$ cat src/hdl/complex_arith_unit_core_defines.svh
// ----------------------------------------------------------------------------
// Complex arithmetic unit assertion macros
// Shared concurrent assertion forms, clocked on clk_i and reset on rst_ni.
// ----------------------------------------------------------------------------
`ifndef COMPLEX_ARITH_UNIT_CORE_DEFINES_SVH
`define COMPLEX_ARITH_UNIT_CORE_DEFINES_SVH

// Consequent must hold in the same cycle as the antecedent.
`define CAU_ASSERT_SAME(lbl, ante, cons, msg) \
  lbl: assert property (@(posedge clk_i) disable iff (!rst_ni) (ante) |-> (cons)) \
    else $error(msg);

// Consequent must hold in the cycle after the antecedent.
`define CAU_ASSERT_NEXT(lbl, ante, cons, msg) \
  lbl: assert property (@(posedge clk_i) disable iff (!rst_ni) (ante) |=> (cons)) \
    else $error(msg);

`endif

$ cat src/hdl/cau_pkg.sv
// ----------------------------------------------------------------------------
// Complex arithmetic unit package
// Opcodes and the control word that travels along the pipeline.
// ----------------------------------------------------------------------------
package cau_pkg;

  typedef enum logic [1:0] {
    OP_ADD = 2'd0,
    OP_SUB = 2'd1,
    OP_MUL = 2'd2,
    OP_DIV = 2'd3
  } cau_op_e;

  typedef struct packed {
    logic    valid;
    cau_op_e op;
    logic    neg_re;
    logic    neg_im;
    logic    dz;
  } cau_ctrl_t;

endpackage

$ cat src/hdl/cau_div_cell.sv
// ----------------------------------------------------------------------------
// Complex arithmetic unit divider cell
// One restoring division step for the real and imaginary dividends.
// ----------------------------------------------------------------------------
module cau_div_cell #(
  parameter int NumW = 32,
  parameter int DvW  = 40,
  parameter int ByW  = 33
) (
  input  logic               clk_i,
  input  logic               rst_ni,
  input  logic               en_i,
  input  cau_pkg::cau_ctrl_t ctrl_i,
  input  logic [NumW-1:0]    den_i,
  input  logic [DvW-1:0]     x_re_i,
  input  logic [DvW-1:0]     x_im_i,
  input  logic [NumW-1:0]    rem_re_i,
  input  logic [NumW-1:0]    rem_im_i,
  input  logic [ByW-1:0]     byp_re_i,
  input  logic [ByW-1:0]     byp_im_i,
  output cau_pkg::cau_ctrl_t ctrl_o,
  output logic [NumW-1:0]    den_o,
  output logic [DvW-1:0]     x_re_o,
  output logic [DvW-1:0]     x_im_o,
  output logic [NumW-1:0]    rem_re_o,
  output logic [NumW-1:0]    rem_im_o,
  output logic [ByW-1:0]     byp_re_o,
  output logic [ByW-1:0]     byp_im_o
);
  import cau_pkg::*;

  logic [NumW:0]   t_re, t_im, s_re, s_im;
  logic            ge_re, ge_im;
  logic [NumW-1:0] rem_re_d, rem_im_d;
  cau_ctrl_t       ctrl_q;
  logic [NumW-1:0] den_q, rem_re_q, rem_im_q;
  logic [DvW-1:0]  x_re_q, x_im_q;
  logic [ByW-1:0]  byp_re_q, byp_im_q;

  always_comb begin
    t_re     = {rem_re_i, x_re_i[DvW-1]};
    t_im     = {rem_im_i, x_im_i[DvW-1]};
    ge_re    = t_re >= {1'b0, den_i};
    ge_im    = t_im >= {1'b0, den_i};
    s_re     = t_re - {1'b0, den_i};
    s_im     = t_im - {1'b0, den_i};
    rem_re_d = ge_re ? s_re[NumW-1:0] : t_re[NumW-1:0];
    rem_im_d = ge_im ? s_im[NumW-1:0] : t_im[NumW-1:0];
  end

  always_ff @(posedge clk_i or negedge rst_ni) begin
    if (!rst_ni) begin
      ctrl_q <= '0;
    end else if (en_i) begin
      ctrl_q <= ctrl_i;
    end
  end

  always_ff @(posedge clk_i) begin
    if (en_i) begin
      den_q    <= den_i;
      rem_re_q <= rem_re_d;
      rem_im_q <= rem_im_d;
      x_re_q   <= {x_re_i[DvW-2:0], ge_re};
      x_im_q   <= {x_im_i[DvW-2:0], ge_im};
      byp_re_q <= byp_re_i;
      byp_im_q <= byp_im_i;
    end
  end

  assign ctrl_o   = ctrl_q;
  assign den_o    = den_q;
  assign x_re_o   = x_re_q;
  assign x_im_o   = x_im_q;
  assign rem_re_o = rem_re_q;
  assign rem_im_o = rem_im_q;
  assign byp_re_o = byp_re_q;
  assign byp_im_o = byp_im_q;

endmodule

$ cat config.mk
export PLATFORM = sky130hd
export DESIGN_NAME = cau_div_cell
export DESIGN_NICKNAME = d
export VERILOG_FILES = /design/src/hdl/complex_arith_unit_core_defines.svh /design/src/hdl/cau_pkg.sv /design/src/hdl/cau_div_cell.sv
export SDC_FILE = /design/constraint.sdc
export NUM_CORES = 1
export LEC_CHECK = 0
export BUFFER_PORTS_ARGS = -buffer_cell sky130_fd_sc_hd__buf_4
export CELL_PAD_IN_SITES_DETAIL_PLACEMENT = 1
export CELL_PAD_IN_SITES_GLOBAL_PLACEMENT = 1
export CORE_AREA = 2 2 192 194
export DETAILED_ROUTE_END_ITERATION = 12
export DIE_AREA = 0 0 194 196
export GPL_TIMING_DRIVEN = 1
export PLACE_DENSITY_LB_ADDON = 0.12
export SYNTH_ARGS = -nofsm -noshare
export SYNTH_HDL_FRONTEND = slang
export SYNTH_SLANG_ARGS = --single-unit
$ cat constraint.sdc
create_clock -name clk_i -period 0.85 [get_ports clk_i]
set_input_delay 0.085 -clock clk_i [delete_from_list [all_inputs] [get_ports clk_i]]
set_output_delay 0.085 -clock clk_i [all_outputs]
set_load 0.005 [all_outputs]
==> impl_metrics.toml <==
[yosys]
async_reset_ff_share_pct = 2.42
synth_top_area_share_pct = 60.3
synth_seq_cells = 248
syn-num-nets = 1242
synth.yosys.warnings = 0
avgSynthCellArea_um2 = 13.0
synth_edf_count = 242
synth_area_um2 = 12000
synth_top_flop_cell = "edfxtp_1"
synth_area_leader_cell = "edfxtp_1"
synth_area_leaders = "edfxtp_1, ha_1, a21oi_1"
ys_types = 69
yosysSeqAreaShare_pct = 61.6
synth_cells = 925

[power_and_ir_drop]
powerDensity_nw_per_um2 = 1710
p_leak_uw = 0.0108
peakVddDrop_uv = 1520

[sta]
hold_viol = 0
fin_ws_ns = -1.51
setup_violations = 316
max_freq_ghz = 0.424
fin_crit_ns = 2.36
drv_slew = 0
fin_hold_ws_ns = 0.0338
fin_worst_skew_ns = 0
post-route-period-util_pct = 277
max-slew-margin-rel_pct = 64.7
rsz0062_at_grt = "true"
worstMarginPinSlew_ns = 0.525

[setup_path]
path_max_fanout = 5
rr_startpoint = "ctrl_o[2]"
crit_chain = "buf_6 > clkinvlp_4 > ha_4 > buf_6 > nand4_1 > a2111oi_4 > o21bai_2 > a21boi_2 > o21ai_4 > inv_4 > buf_12 > buf_12 > nand2_4 > o211ai_1"
startpoint = "den_i[6]"
critPathKind = "input port to flip-flop"
worstPathRequired_ns = 1.23
arrival_ns = 2.74
critPathTopFamily = "compound AO/OA/AOI/OAI gates"
cp-end-kind = "flip-flop"
path_buf_inv = 6
cp-start-kind = "input port"
max_stage_delay_ns = 0.45
crit_path_top_delay_cell = "a2111oi_4"

[floorplan]
initial_core_util_pct = 33.4
die_area_um2 = 38000
die_y_um = 196
num_rows = 70
die_w_um = 194
core_um2 = 36100
io_pins = 499

[run]
max_cap_viol_count = 0

[route]
wire_per_inst_um = 28.7
post_drt_via_cell_ratio = 5.29
drc = 0
drtPass1Iterations = 5
vias = 13300
drt_wl_total_um = 72100
drt_iter0_markers = 773
postRouteAntennaNets = 0

[clocking]
cts_root_buffer = "clkbuf_16"
clkSinkCount = 248
clockBufferDepth = 3
cts_tree = "done"
htreeDepth = 1
cts_buffers = 28
clkTransAtPathRegs_ns = 0.07
clk_latency_ns = 0.57

[placed_design]
port_buffers = 498
place_congestion = 0.855
place_inst = 2143
dp.final_hpwl_um = 39200

[grt]
grt_pass1_vias = 14100
grt_max_degree = 49
grt_pass1_wl_um = 92500
grt_overflow = 0
grtUsageTotal_pct = 32.3
antenna_found_initial = 4

[worst_hold_path]
hold_path.startpoint = "en_i"
min_path_type = "input port to flip-flop"

[final_layout]
layout.nets = 2339
drive_gt1_share_pct = 55.9
area_growth_pct = 108
instances_no_fill = 2516

[status]
run_status = "finished, violations left"
violations = "negative setup slack"
-- cell type report --
| class | count | area [um^2] |
|---|---|---|
| fill | 3485 | 11000 |
| antenna | 5 | 12.5 |
| multi-input combinational | 600 | 5880 |
| tap | 468 | 586 |
| clock inverter | 17 | 168 |
| sequential | 248 | 7420 |
| inverter | 48 | 256 |
| clock buffer | 34 | 744 |
| timing repair buffer | 1096 | 10000 |
-- cell usage in the layout, fill, tap and decap left out, types with 6 or more instances in the layout --
cell type / Yosys / layout
buf_8: 1 / 8
nor2_1: 44 / 24
a21oi_1: 83 / 44
a21o_1: 34 / 34
edfxtp_1: 242 / 242
nand4_1: 12 / 12
and2_1: 7 / 6
nand2_4: 0 / 9
clkbuf_16: 0 / 31
nor2b_1: 11 / 8
inv_2: 2 / 7
a21oi_2: 0 / 25
ha_1: 64 / 22
and3_1: 11 / 6
o21ai_0: 25 / 15
o21a_1: 9 / 9
a21oi_4: 0 / 14
ha_4: 0 / 37
nor2_4: 0 / 15
xnor2_1: 30 / 27
clkinvlp_4: 0 / 6
dfrtp_1: 6 / 6
inv_1: 46 / 23
buf_4: 0 / 621
clkinv_1: 0 / 6
xor2_1: 19 / 18
nand3_1: 23 / 20
dlygate4sd3_1: 0 / 251
buf_6: 2 / 188
nand2b_1: 7 / 7
nor3_1: 9 / 8
mux2_4: 19 / 24
inv_4: 0 / 11
buf_12: 0 / 23
nand2_1: 69 / 55
o21ai_1: 18 / 10
o21ai_2: 0 / 13
-- worst paths after layout --
path / to / depth (start not counted) / slack [ns]
min: ctrl_o[3] / 3 / 0.03
max reg2reg: ctrl_o[2] / 2 / -0.10
max: rem_re_o[31] / 14 / -1.51
min in group asynchronous: ctrl_o[3] / 3 / 0.48
max in group asynchronous: ctrl_o[5] / 3 / 0.13
min reg2reg: ctrl_o[5] / 1 / 0.57
-- per-stage QoR --
| step | setup slack, ns | area [um^2] | power (uW) | TNS, ns | utilization (%) |
|---|---|---|---|---|---|
| finish | -1.51 | 25100 | 42900 | -171.59 | 69.5 |
| global route | -1.57 | 25100 | 44100 | -181.00 | 69.5 |
| CTS | -1.24 | 24000 | 40300 | -165.52 | 66.5 |
| detailed placement | -1.94 | 19100 | 25400 | -131.44 | 52.8 |
| global placement | -1.86 | 19100 | 25100 | -125.69 | 52.8 |
| floorplan | -1.48 | 12700 | 19500 | -87.15 | - |
-- power by group --
part	switching (uW)	total, uW	internal [uW]
registers	758	15700	15000
logic	6390	14300	7870
clock network	5800	12900	7140
-- flip-flops by register name, indices dropped and copies added (netlist names) --
register  count
rem_re_o     32
x_im_o       40
byp_re_o     33
x_re_o       40
den_o        32
byp_im_o     33
rem_im_o     32
ctrl_o        6
-- cells in the mapped netlist, drive strengths merged, types with 7 or more instances --
cell    count
edfxtp    242
a21oi      83
nand2      69
ha         64
inv        48
nor2       44
o21ai      43
a21o       34
xnor2      30
mux2       29
nand3      23
xor2       19
buf        17
clkbuf     12
nand4      12
and3       11
nor2b      11
nor3       11
o21a        9
a31oi       8
and2        8
o31ai       8
nand2b      7
-- kinds of logic (layout without fill, tap and decap cells) --
family          Yosys count  count (layout)  share of synthesized area, %
mux                      30              30                          3.39
flops                   248             248                          61.6
simple gates            218             218                          8.89
xor+xnor                 49              49                          3.56
compound gates          237             237                          12.8
buf+inv                  77            1195                          2.75
other cells               0               5                             0
fa+ha+maj                66              66                          6.98
-- worst register-to-register path: stages (launching register included) --
cell and delay, ns:
dfrtp_1 0.41, buf_6 0.13, mux2_2 0.28
-- routing by layer --
layer | track usage (%) | share of wire [%]
met5 | 0 | 0.018
met4 | 10.3 | 5.0
met3 | 5.11 | 5.5
met2 | 62.6 | 54
met1 | 35.8 | 35
-- timing repair --
action                                  CTS  global route
endpoints found under the hold margin   259             3
endpoints found under the setup margin  314           347
setup buffers                            33            34
pin swaps                                57            59
resized for setup                       249           189
hold buffers                            248             4
gates cloned                              6             2
Power figures use the tool's default switching activity.
