### config.mk
export PLATFORM = sky130hd
export DESIGN_NAME = cau_sat
export DESIGN_NICKNAME = d
export VERILOG_FILES = /design/src/hdl/complex_arith_unit_core_defines.svh /design/src/hdl/cau_sat.sv
export SDC_FILE = /design/constraint.sdc
export NUM_CORES = 1
export LEC_CHECK = 0
export ABC_AREA = 1
export BUFFER_PORTS_ARGS = -buffer_cell sky130_fd_sc_hd__buf_2
export CORE_ASPECT_RATIO = 0.7
export CORE_MARGIN = 3
export CORE_UTILIZATION = 30
export DETAILED_ROUTE_END_ITERATION = 10
export GPL_TIMING_DRIVEN = 0
export SLEW_MARGIN = 20
export SYNTH_ARGS = -nofsm -noshare
export SYNTH_HDL_FRONTEND = slang
export SYNTH_SLANG_ARGS = --single-unit
export TNS_END_PERCENT = 1
### constraint.sdc
create_clock -name vclk -period 3.4
set_clock_uncertainty 0.1 [all_clocks]
set_input_delay 0.17 -clock vclk [all_inputs]
set_output_delay 0.17 -clock vclk [all_outputs]
set_load 0.01 [all_outputs]
### src/hdl/complex_arith_unit_core_defines.svh
// ----------------------------------------------------------------------------
// Complex arithmetic unit assertion macros
// Shared concurrent assertion forms, clocked on clk_i and reset on rst_ni.
// ----------------------------------------------------------------------------
`ifndef COMPLEX_ARITH_UNIT_CORE_DEFINES_SVH
`define COMPLEX_ARITH_UNIT_CORE_DEFINES_SVH

// Consequent must hold in the same cycle as the antecedent.
`define CAU_ASSERT_SAME(lbl, ante, cons, msg) \
  lbl: assert property (@(posedge clk_i) disable iff (!rst_ni) (ante) |-> (cons)) \
    else $error(msg);

// Consequent must hold in the cycle after the antecedent.
`define CAU_ASSERT_NEXT(lbl, ante, cons, msg) \
  lbl: assert property (@(posedge clk_i) disable iff (!rst_ni) (ante) |=> (cons)) \
    else $error(msg);

`endif

### src/hdl/cau_sat.sv
// ----------------------------------------------------------------------------
// Complex arithmetic unit saturation
// Turns a sign and magnitude into a saturated two's complement value.
// ----------------------------------------------------------------------------
module cau_sat #(
  parameter int DataW = 16,
  parameter int MagW  = 41
) (
  input  logic             neg_i,
  input  logic [MagW-1:0]  mag_i,
  output logic [DataW-1:0] val_o,
  output logic             ovf_o
);

  logic [MagW-1:0] half, m, nm;

  always_comb begin
    half  = MagW'(1) << (DataW - 1);
    ovf_o = 1'b0;
    m     = mag_i;
    if (neg_i) begin
      if (mag_i > half) begin
        m     = half;
        ovf_o = 1'b1;
      end
    end else if (mag_i > half - MagW'(1)) begin
      m     = half - MagW'(1);
      ovf_o = 1'b1;
    end
    nm    = ~m + MagW'(1);
    val_o = neg_i ? nm[DataW-1:0] : m[DataW-1:0];
  end

endmodule

==> results by group, run 1 <==
Status
  – Status: finished clean

Synthesis
  – Post-synth cell types: 23
  – Syn Nets: between 200 and 250
  – Part of the Yosys area used for sequential elements: 0%
  – Mapped cell area: 830 sq um
  – Leading post-synthesis cells by cell area: nand2_1, nor2_1, nand3_1
  – Dominant cell type by area after synthesis: nand2_1
  – Post-Syn Area per Cell: approximately 4.7 sq um
  – Synth Instances: 175
  – Synth top area share: 30.3%
  – YS warnings: 0

Finish
  – Area delta synth->final: 40.7%
  – Sequential cell area: 0 sq um
  – Final #Nets: 279
  – Multi-input logic area: 728 sq um
  – Ant. Diodes: 0
  – Fillers: 295
  – Clock buffer count: 0
  – Sequential cell count: 0
  – Layout cell share with drive strength beyond 1: between 30% and 40%
  – Post-Layout Cell Count: 268

Place
  – Port bufs: a little under 60
  – Dpl cells: 268
  – RD Place Congestion: 0.845
  – DP HPWL: 2250 microns

Critical path
  – Critical-path cell list: buf_2 > nor2_1 > nand2_1 > nor2_1 > nand2_1 > nor2_4 > nor2_2 > nand2_4 > buf_6 > a21oi_1 > ha_1 > inv_1 > a21oi_1 > nand2_1 > nor2_2 > nand3_1 > nand2_1 > nand2_1 > nand2_1 > buf_2
  – Top cell by count, worst path: nand2_1
  – CP Capture Type: output port
  – Buf/Inv on CP: 4
  – Slowest-stage cell, CP: nor2_2
  – Req. time, crit path: 3.13 ns
  – Crit Path Max Fanout: 10
  – Critical path launch point type: input pin
  – Critical path class: in -> out
  – CP Data Arrival Time: approximately 2.2 ns
  – Worst path max stage delay: roughly 0.22 ns
  – Critical Path Start: mag_i[19]
  – Top Family by Delay on Critical Path: simple AND/OR/NAND/NOR gates

Run
  – Max Cap Viol: 0

Die
  – Area of the die: 3440 sq um
  – Starting Density: 32.5%
  – Core footprint: 2550 sq um
  – Die Y-Extent: 50.0 microns
  – Die width: 68.9 microns
  – Num rows: 15
  – I/O Pins: 59

Clock network
  – Post-cts resize count: 0
  – CTS Hold Buffers Added: 0
  – Setup Fix Bufs, Post-CTS: 0

Pwr
  – Internal power: 61.0 uW
  – Combinational share of power: 100.0%
  – Sequential Power Share: 0%
  – Power Dens Cells: 120 nW/um^2
  – Clock power frac: 0%
  – Worst vdd ir: 45.4 uV
  – Sw Share: around 56%
  – Switching power total: roughly 80 uW
  – Leakage: 0.000676 uW

Min path
  – HP Start: mag_i[0]
  – HP Class: in -> out

Route
  – Drt first pass iters: 4
  – DRC: 0
  – WL/cell: 9.56 microns
  – 1st-iter DRT viols: 58
  – Via count: 1176
  – Detail Route Antenna Nets: 0
  – Final wirelength: 2560 microns
  – Vias per cell: 4.39

Timing
  – Hold Slack: 0.582 ns
  – Max-slew headroom: 67.5%
  – Max Clock Freq: 407 MHz
  – Final Cycle Share: 72.3%
  – Setup violators final: 0
  – Slew Viols, Final: 0
  – Final min period: 2.46 ns
  – Worst-Margin Slew: 0.488 ns
  – Post-route setup TNS: 0 ns
  – Fin. Hold Viols: 0
  – RSZ-0062 raised after global routing: false

GRT
  – Initial antenna violation count: 0
  – Total gr overflow: 0
  – First-pass GRT wire length: 4090 microns
  – Largest net degree at the start of global routing: 11
  – Overall global routing resource usage: 14.6%
  – Number of global-route vias before repair: 956
[power groups by stage]
stage	Clock (uW)	Sequential, uW	Combinational, uW
detailed placement	0	0	140
global route	0	0	158
global placement	0	0	140
CTS	0	0	140
finish	0	0	140
floorplan	0	0	83.1
[cells in the mapped netlist, drive strengths merged]
cell and number:
clkbuf 2, nor2 41, o21ai 2, nand4 1
or2 1, nand2 71, xor2 4, a21oi 7
xnor2 1, nand3 18, ha 1, nand3b 6
buf 3, inv 17
[metal layers]
| layer | GRT usage [%] | wire length, microns | share of wire, % |
|---|---|---|---|
| met4 | 0 | 0 | 0 |
| met3 | 0.456 | 169 | 6.6 |
| met2 | 20.3 | 998 | 39 |
| met1 | 25.4 | 1400 | 54 |
| met5 | 0 | 0 | 0 |
[per-stage QoR]
| stage | power, uW | cell area, sq um | setup slack (ns) | util (%) |
|---|---|---|---|---|
| floorplan | 83.1 | 830 | 1.28 | - |
| finish | 140 | 1170 | 0.941 | 45.7 |
| CTS | 140 | 1170 | 0.939 | 45.7 |
| global placement | 140 | 1170 | 0.906 | 45.7 |
| detailed placement | 140 | 1170 | 0.946 | 45.7 |
| global route | 158 | 1170 | 0.672 | 45.7 |
[final timing paths]
check,end,slack [ns],cells after the start
setup / recovery,val_o[14],0.94,20
hold / removal,val_o[0],0.58,4
[layout by cell type, fill, tap and decap left out, types with 2 or more instances in the layout]
master,count
a21oi_1,5
buf_2,59
inv_1,15
xor2_1,4
inv_2,2
nor2_2,4
nand3b_1,6
buf_6,2
nor2_1,36
clkbuf_1,2
nand3_1,15
nand2_2,3
nand2_1,67
a21oi_2,2
nand3_2,3
[cell families after synthesis]
kind of cell,after synthesis,synth area share (%)
fa+ha+maj,1,1.51
simple gates,138,74.2
buf+inv,22,12.2
compound gates,9,6.79
xor+xnor,5,5.28
[area by class of cell]
type / count / area share (%)
plain buffers: 5 / 3.22
repair buffers: 59 / 25.3
well taps: 34 / 3.64
multi-input cells: 153 / 62.4
inverters: 17 / 5.47
[tightest hold or removal path: stages]
cell and delay, ns:
buf_2 0.10, a21oi_2 0.07, inv_1 0.05, buf_2 0.12
Note: power is estimated with default switching activity, not from simulation.
==> inputs of run 2 (changes only) <==
- clock period: 3.4 -> 2.35 ns (I/O delays scaled with it)
==> run 2 against run 1 <==
  * Worst setup slack got worse by 0.88 ns
  * Critical endpoint unchanged
  * Core utilization is 6.8 points higher
  * Sequential share of layout area unchanged
  * Die area stayed put
  * Highest routed layer is now met4
==> results by group, run 2 (same netlist as run 1, synthesis figures left out) <==
Status
  – Status: finished clean (unchanged)

Die
  – I/O Pins: 59 (unchanged)
  – Starting Density: 32.5% (unchanged)
  – Die width: 68.9 microns (unchanged)
  – Core footprint: 2550 sq um (unchanged)
  – Area of the die: 3440 sq um (unchanged)
  – Num rows: 15 (unchanged)
  – Die Y-Extent: 50.0 microns (unchanged)

Timing
  – Max Clock Freq: 437 MHz
  – Hold Slack: 0.573 ns (was 0.582 ns)
  – Max-slew headroom: 68.0% (was 67.5%)
  – Slew Viols, Final: 0 (unchanged)
  – Worst-Margin Slew: 0.481 ns (was 0.488 ns)
  – Final setup margin: 0.0621 ns (was 0.941 ns)
  – Setup violators final: 0 (unchanged)
  – Fin. Hold Viols: 0 (unchanged)
  – RSZ-0062 raised after global routing: true (was false)
  – Final Cycle Share: 97.4%
  – Final min period: 2.29 ns

Finish
  – Highest-count cells in the layout ignoring fill and taps: nand2_1, buf_2, nor2_1 (unchanged)
  – Fin area: 1340 sq um (was 1170 sq um)
  – Layout cell share with drive strength beyond 1: 41.1% (was 33.8%)
  – Fillers: 294 (was 295)
  – Clock buffer count: 0 (unchanged)
  – Sequential cell area: 0 sq um (unchanged)
  – Most common cell after layout, fill and taps aside: nand2_1 (unchanged)
  – Final #Nets: 286 (was 279)
  – Ant. Diodes: 0 (unchanged)
  – Sequential cell count: 0 (unchanged)
  – Area delta synth->final: 61.7% (was 40.7%)

Route
  – Via count: 1222 (was 1176)
  – DRC: 0 (unchanged)
  – WL/cell: 10.5 microns (was 9.56 microns)
  – Detail Route Antenna Nets: 0 (unchanged)
  – Vias per cell: 4.44 (was 4.39)
  – 1st-iter DRT viols: 50 (was 58)
  – Drt first pass iters: 4 (unchanged)
  – Final wirelength: 2890 microns (was 2560 microns)

Place
  – Cell Area, Placed: 1170 sq um (unchanged)
  – Port bufs: 59 (unchanged)
  – RD Place Congestion: 0.845 (unchanged)
  – DP HPWL: 2250 microns (unchanged)
  – Pre-CTS setup slack: 0.00114 ns (was 0.946 ns)

Pwr
  – Worst vdd ir: 68.6 uV (was 45.4 uV)
  – Leakage: 0.000732 uW (was 0.000676 uW)
  – Power Dens Cells: 174 nW/um^2 (was 120 nW/um^2)
  – Power Total: 234 uW (was 140 uW)

Critical path
  – Top Family by Delay on Critical Path: simple AND/OR/NAND/NOR gates (unchanged)
  – Worst path max stage delay: 0.22 ns (about the same)
  – Critical path class: in -> out (unchanged)
  – Crit Path Max Fanout: 5 (was 10)
  – Slowest-stage cell, CP: or2_1 (was nor2_2)
  – CP Data Arrival Time: 2.07 ns (was 2.19 ns)
  – Critical path launch point type: input pin (unchanged)
  – Critical-path cell list: buf_6 > or2_1 > nor2_2 > nand2_2 > nor2_4 > nor2_4 > a21oi_4 > ha_2 > inv_2 > a21oi_2 > nand2_2 > nor2_4 > nand3_2 > nand2_1 > nand2_1 > nand2_1 > buf_2 (was buf_2 > nor2_1 > nand2_1 > nor2_1 > nand2_1 > nor2_4 > nor2_2 > nand2_4 > buf_6 > a21oi_1 > ha_1 > inv_1 > a21oi_1 > nand2_1 > nor2_2 > nand3_1 > nand2_1 > nand2_1 > nand2_1 > buf_2)
  – Buf/Inv on CP: 3 (was 4)
  – CP Capture Type: output port (unchanged)
  – Req. time, crit path: 2.13 ns (was 3.13 ns)

Min path
  – WHS Endpoint: val_o[4] (was val_o[0])
  – HP Class: in -> out (unchanged)
  – Cells on Worst Hold Path: 5 (was 4)
  – HP Start: mag_i[4] (was mag_i[0])

GRT
  – Overall global routing resource usage: 14.6% (unchanged)
  – Largest net degree at the start of global routing: 11 (unchanged)
  – Number of global-route vias before repair: 956 (unchanged)
  – Total gr overflow: 0 (unchanged)
  – Initial antenna violation count: 0 (unchanged)
  – First-pass GRT wire length: 4090 microns (unchanged)

Run
  – Max Cap Viol: 0 (unchanged)

Clock network
  – CTS Hold Buffers Added: 0 (unchanged)
==> run 2: cell types whose count changed in the layout (fill, tap and decap cells not counted), moves of 5 or more <==
| cell | delta |
|---|---|
| buf_6 | +5 |
| nor2_4 | +5 |
| buf_4 | +7 |
| buf_2 | -6 |
==> run 2: cell type report <==
class,count,area [sq um],share of cell area [%]
Inverter,17,63.8,4.76
Tap cell,34,42.5,3.17
Multi-Input combinational cell,153,808,60.3
Timing Repair Buffer,66,385,28.7
Buffer,5,41.3,3.08
==> run 2: timing repair <==
action                                  4_1_cts  5_1_grt
endpoints found under the hold margin         0        0
endpoints found under the setup margin        3        6
pin swaps                                     0       21
gates resized for setup                       1       26
setup buffers                                 0        7
==> run 2: per-stage QoR <==
stage | std cells | setup TNS [ns] | utilization [%]
floorplan | 175 | 0 | -
global placement | 268 | -0.0988 | 45.7
detailed placement | 268 | 0 | 45.7
CTS | 268 | 0 | 45.9
global route | 275 | -0.526 | 52.5
finish | 275 | 0 | 52.5
==> run 2: tightest hold or removal path, delay by kind of cell <==
| kind | cells | cell delay (ns) |
|---|---|---|
| xor gates and xnor gates | 1 | 0.06 |
| buffers and inverters | 2 | 0.22 |
| and+or+nand+nor | 2 | 0.16 |
==> run 2: metal layers <==
layer  up-vias  global-route usage (%)  share of wire [%]
met5         -                       0                  0
met4         0                       0               0.59
li1        673                       -                  -
met2        42                    20.3                 43
met3         2                   0.456                6.8
met1       505                    25.4                 49
==> run 2: worst max path at each step <==
stage               cells past startpoint      start   endpoint
floorplan                              15  mag_i[38]   val_o[6]
finish                                 17  mag_i[37]  val_o[14]
global placement                       20  mag_i[19]  val_o[14]
CTS                                    17  mag_i[38]   val_o[6]
global route                           18  mag_i[21]  val_o[10]
detailed placement                     20  mag_i[19]  val_o[10]
==> run 2: report_power, final <==
part | internal [uW] | switching, uW | leakage [uW]
logic | 107 | 127 | 0.000732
registers | 0 | 0 | 0
clock network | 0 | 0 | 0
==> inputs of run 3 (changes only) <==
- clock period: 2.35 -> 2.3 ns (I/O delays scaled with it)
==> run 3 against run 2 <==
  * Worst setup slack got worse by 0.044 ns
  * Die area did not move
  * Hold slack got worse by 0.0038 ns
  * Routed wire length fell by 1.1%
  * Critical path depth did not move
  * First-iteration DRC count rose by 44%
  * Final cell count did not move
  * Sequential cell count did not move
  * Sequential share of layout area did not move
  * Power rose by 2.9%
  * Global-route usage rose by 0.14 points
==> results by group, run 3 (same netlist as run 1, synthesis figures left out) <==
GRT
  – Largest net degree at the start of global routing: 11 (unchanged)
  – Overall global routing resource usage: 14.8% (was 14.6%)
  – Number of global-route vias before repair: 970 (was 956)
  – Total gr overflow: 0 (unchanged)
  – First-pass GRT wire length: 4120 microns (was 4090 microns)
  – Initial antenna violation count: 0 (unchanged)

Finish
  – Area delta synth->final: 64.3% (was 61.7%)
  – Final core occ: 53.4% (was 52.5%)
  – Sequential cell area: 0 sq um (unchanged)
  – Final #Nets: 286 (unchanged)
  – Layout cell share with drive strength beyond 1: 40.7% (was 41.1%)
  – Fin area: 1360 sq um (was 1340 sq um)
  – Highest-count cells in the layout ignoring fill and taps: nand2_1, buf_2, nor2_1 (unchanged)
  – Fillers: 290 (was 294)
  – Most common cell after layout, fill and taps aside: nand2_1 (unchanged)
  – Clock buffer count: 0 (unchanged)
  – Ant. Diodes: 0 (unchanged)
  – Sequential cell count: 0 (unchanged)

Timing
  – Setup violators final: 0 (unchanged)
  – RSZ-0062 raised after global routing: true (unchanged)
  – Post-route setup TNS: 0 ns (unchanged)
  – Max Clock Freq: around 440 MHz
  – Max-slew headroom: 67.5% (was 68.0%)
  – Hold Slack: 0.570 ns (was 0.573 ns)
  – Final Cycle Share: 99.2%
  – Slew Viols, Final: 0 (unchanged)
  – Worst-Margin Slew: 0.488 ns (was 0.481 ns)
  – Fin. Hold Viols: 0 (unchanged)
  – Final min period: 2.28 ns

Die
  – Die Y-Extent: 50.0 microns (unchanged)
  – I/O Pins: 59 (unchanged)
  – Core footprint: 2550 sq um (unchanged)
  – Starting Density: 32.5% (unchanged)
  – Num rows: 15 (unchanged)
  – Die width: 68.9 microns (unchanged)
  – Area of the die: 3440 sq um (unchanged)

Critical path
  – Critical path class: in -> out (unchanged)
  – CP Capture Type: output port (unchanged)
  – Crit Path Max Fanout: 5 (unchanged)
  – CP Data Arrival Time: 2.07 ns (about the same)
  – Slowest-stage cell, CP: or2_1 (unchanged)
  – Critical path launch point type: input pin (unchanged)
  – Req. time, crit path: 2.09 ns (was 2.13 ns)
  – Top Family by Delay on Critical Path: simple AND/OR/NAND/NOR gates (unchanged)
  – Buf/Inv on CP: 3 (unchanged)
  – Critical-path cell list: buf_6 > or2_1 > nor2_2 > nand2_2 > nor2_4 > nor2_4 > a21oi_4 > ha_2 > inv_2 > a21oi_2 > nand2_2 > nor2_4 > nand3_2 > nand2_1 > nand2_1 > nand2_1 > buf_2 (unchanged)
  – Worst path max stage delay: 0.22 ns (about the same)

Status
  – Status: finished clean (unchanged)

Route
  – Drt first pass iters: 4 (unchanged)
  – Via count: 1223 (was 1222)
  – 1st-iter DRT viols: 72 (was 50)
  – Vias per cell: 4.45 (was 4.44)
  – WL/cell: 10.4 microns (was 10.5 microns)
  – DRC: 0 (unchanged)
  – Detail Route Antenna Nets: 0 (unchanged)
  – Final wirelength: 2860 microns (was 2890 microns)

Pwr
  – Power Total: 241 uW (was 234 uW)
  – Worst vdd ir: 70.4 uV (was 68.6 uV)
  – Leakage: 0.000741 uW (was 0.000732 uW)
  – Power Dens Cells: 177 nW/um^2 (was 174 nW/um^2)

Place
  – Port bufs: 59 (unchanged)
  – Cell Area, Placed: 1170 sq um (unchanged)
  – RD Place Congestion: 0.845 (unchanged)
  – DP HPWL: 2250 microns (unchanged)

Run
  – Max Cap Viol: 0 (unchanged)

Min path
  – HP Class: in -> out (unchanged)
[run 3: cell counts in the layout (fill, tap and decap cells not counted)]
Identical to the previous run, type by type.
[run 3: timing repair]
item | 4_1_cts | 5_1_grt
endpoints found under the setup margin | 5 | 6
buffers inserted | 3 | 4
resized for setup | 2 | 28
pin swaps | 1 | 24
hold buffers | 0 | 0
[run 3: per-stage QoR]
step,cells,worst slack [ns]
final,275,0.0182
after global routing,275,-0.175
after CTS,271,0.0189
after detailed placement,268,-0.0439
after global placement,268,-0.0844
after floorplan,175,0.287
[run 3: layer usage]
metal	global-route usage (%)	vias up	wire, microns
met4	0	0	0
met1	25.4	494	1340
met5	0	-	0
met2	20.7	49	1250
li1	-	680	-
met3	0.456	0	272
[run 3: power by group]
| part | internal [uW] | switching (uW) | total [uW] |
|---|---|---|---|
| sequential | 0 | 0 | 0 |
| combinational | 113 | 128 | 241 |
| clock | 0 | 0 | 0 |
| total | 113 | 128 | 241 |
[run 3: area by class of cell]
type	instances	area (sq um)	share of cell area, %
Tap cell	34	42.5	3.12
Inverter	17	63.8	4.68
Multi-Input combinational cell	153	801	58.8
Buffer	5	41.3	3.03
Timing Repair Buffer	66	414	30.4
[run 3: path summary, 6_finish.rpt]
check / from / to / slack (ns) / cells past startpoint
setup / recovery: mag_i[37] / val_o[14] / 0.02 / 17
hold / removal: mag_i[14] / val_o[14] / 0.57 / 5
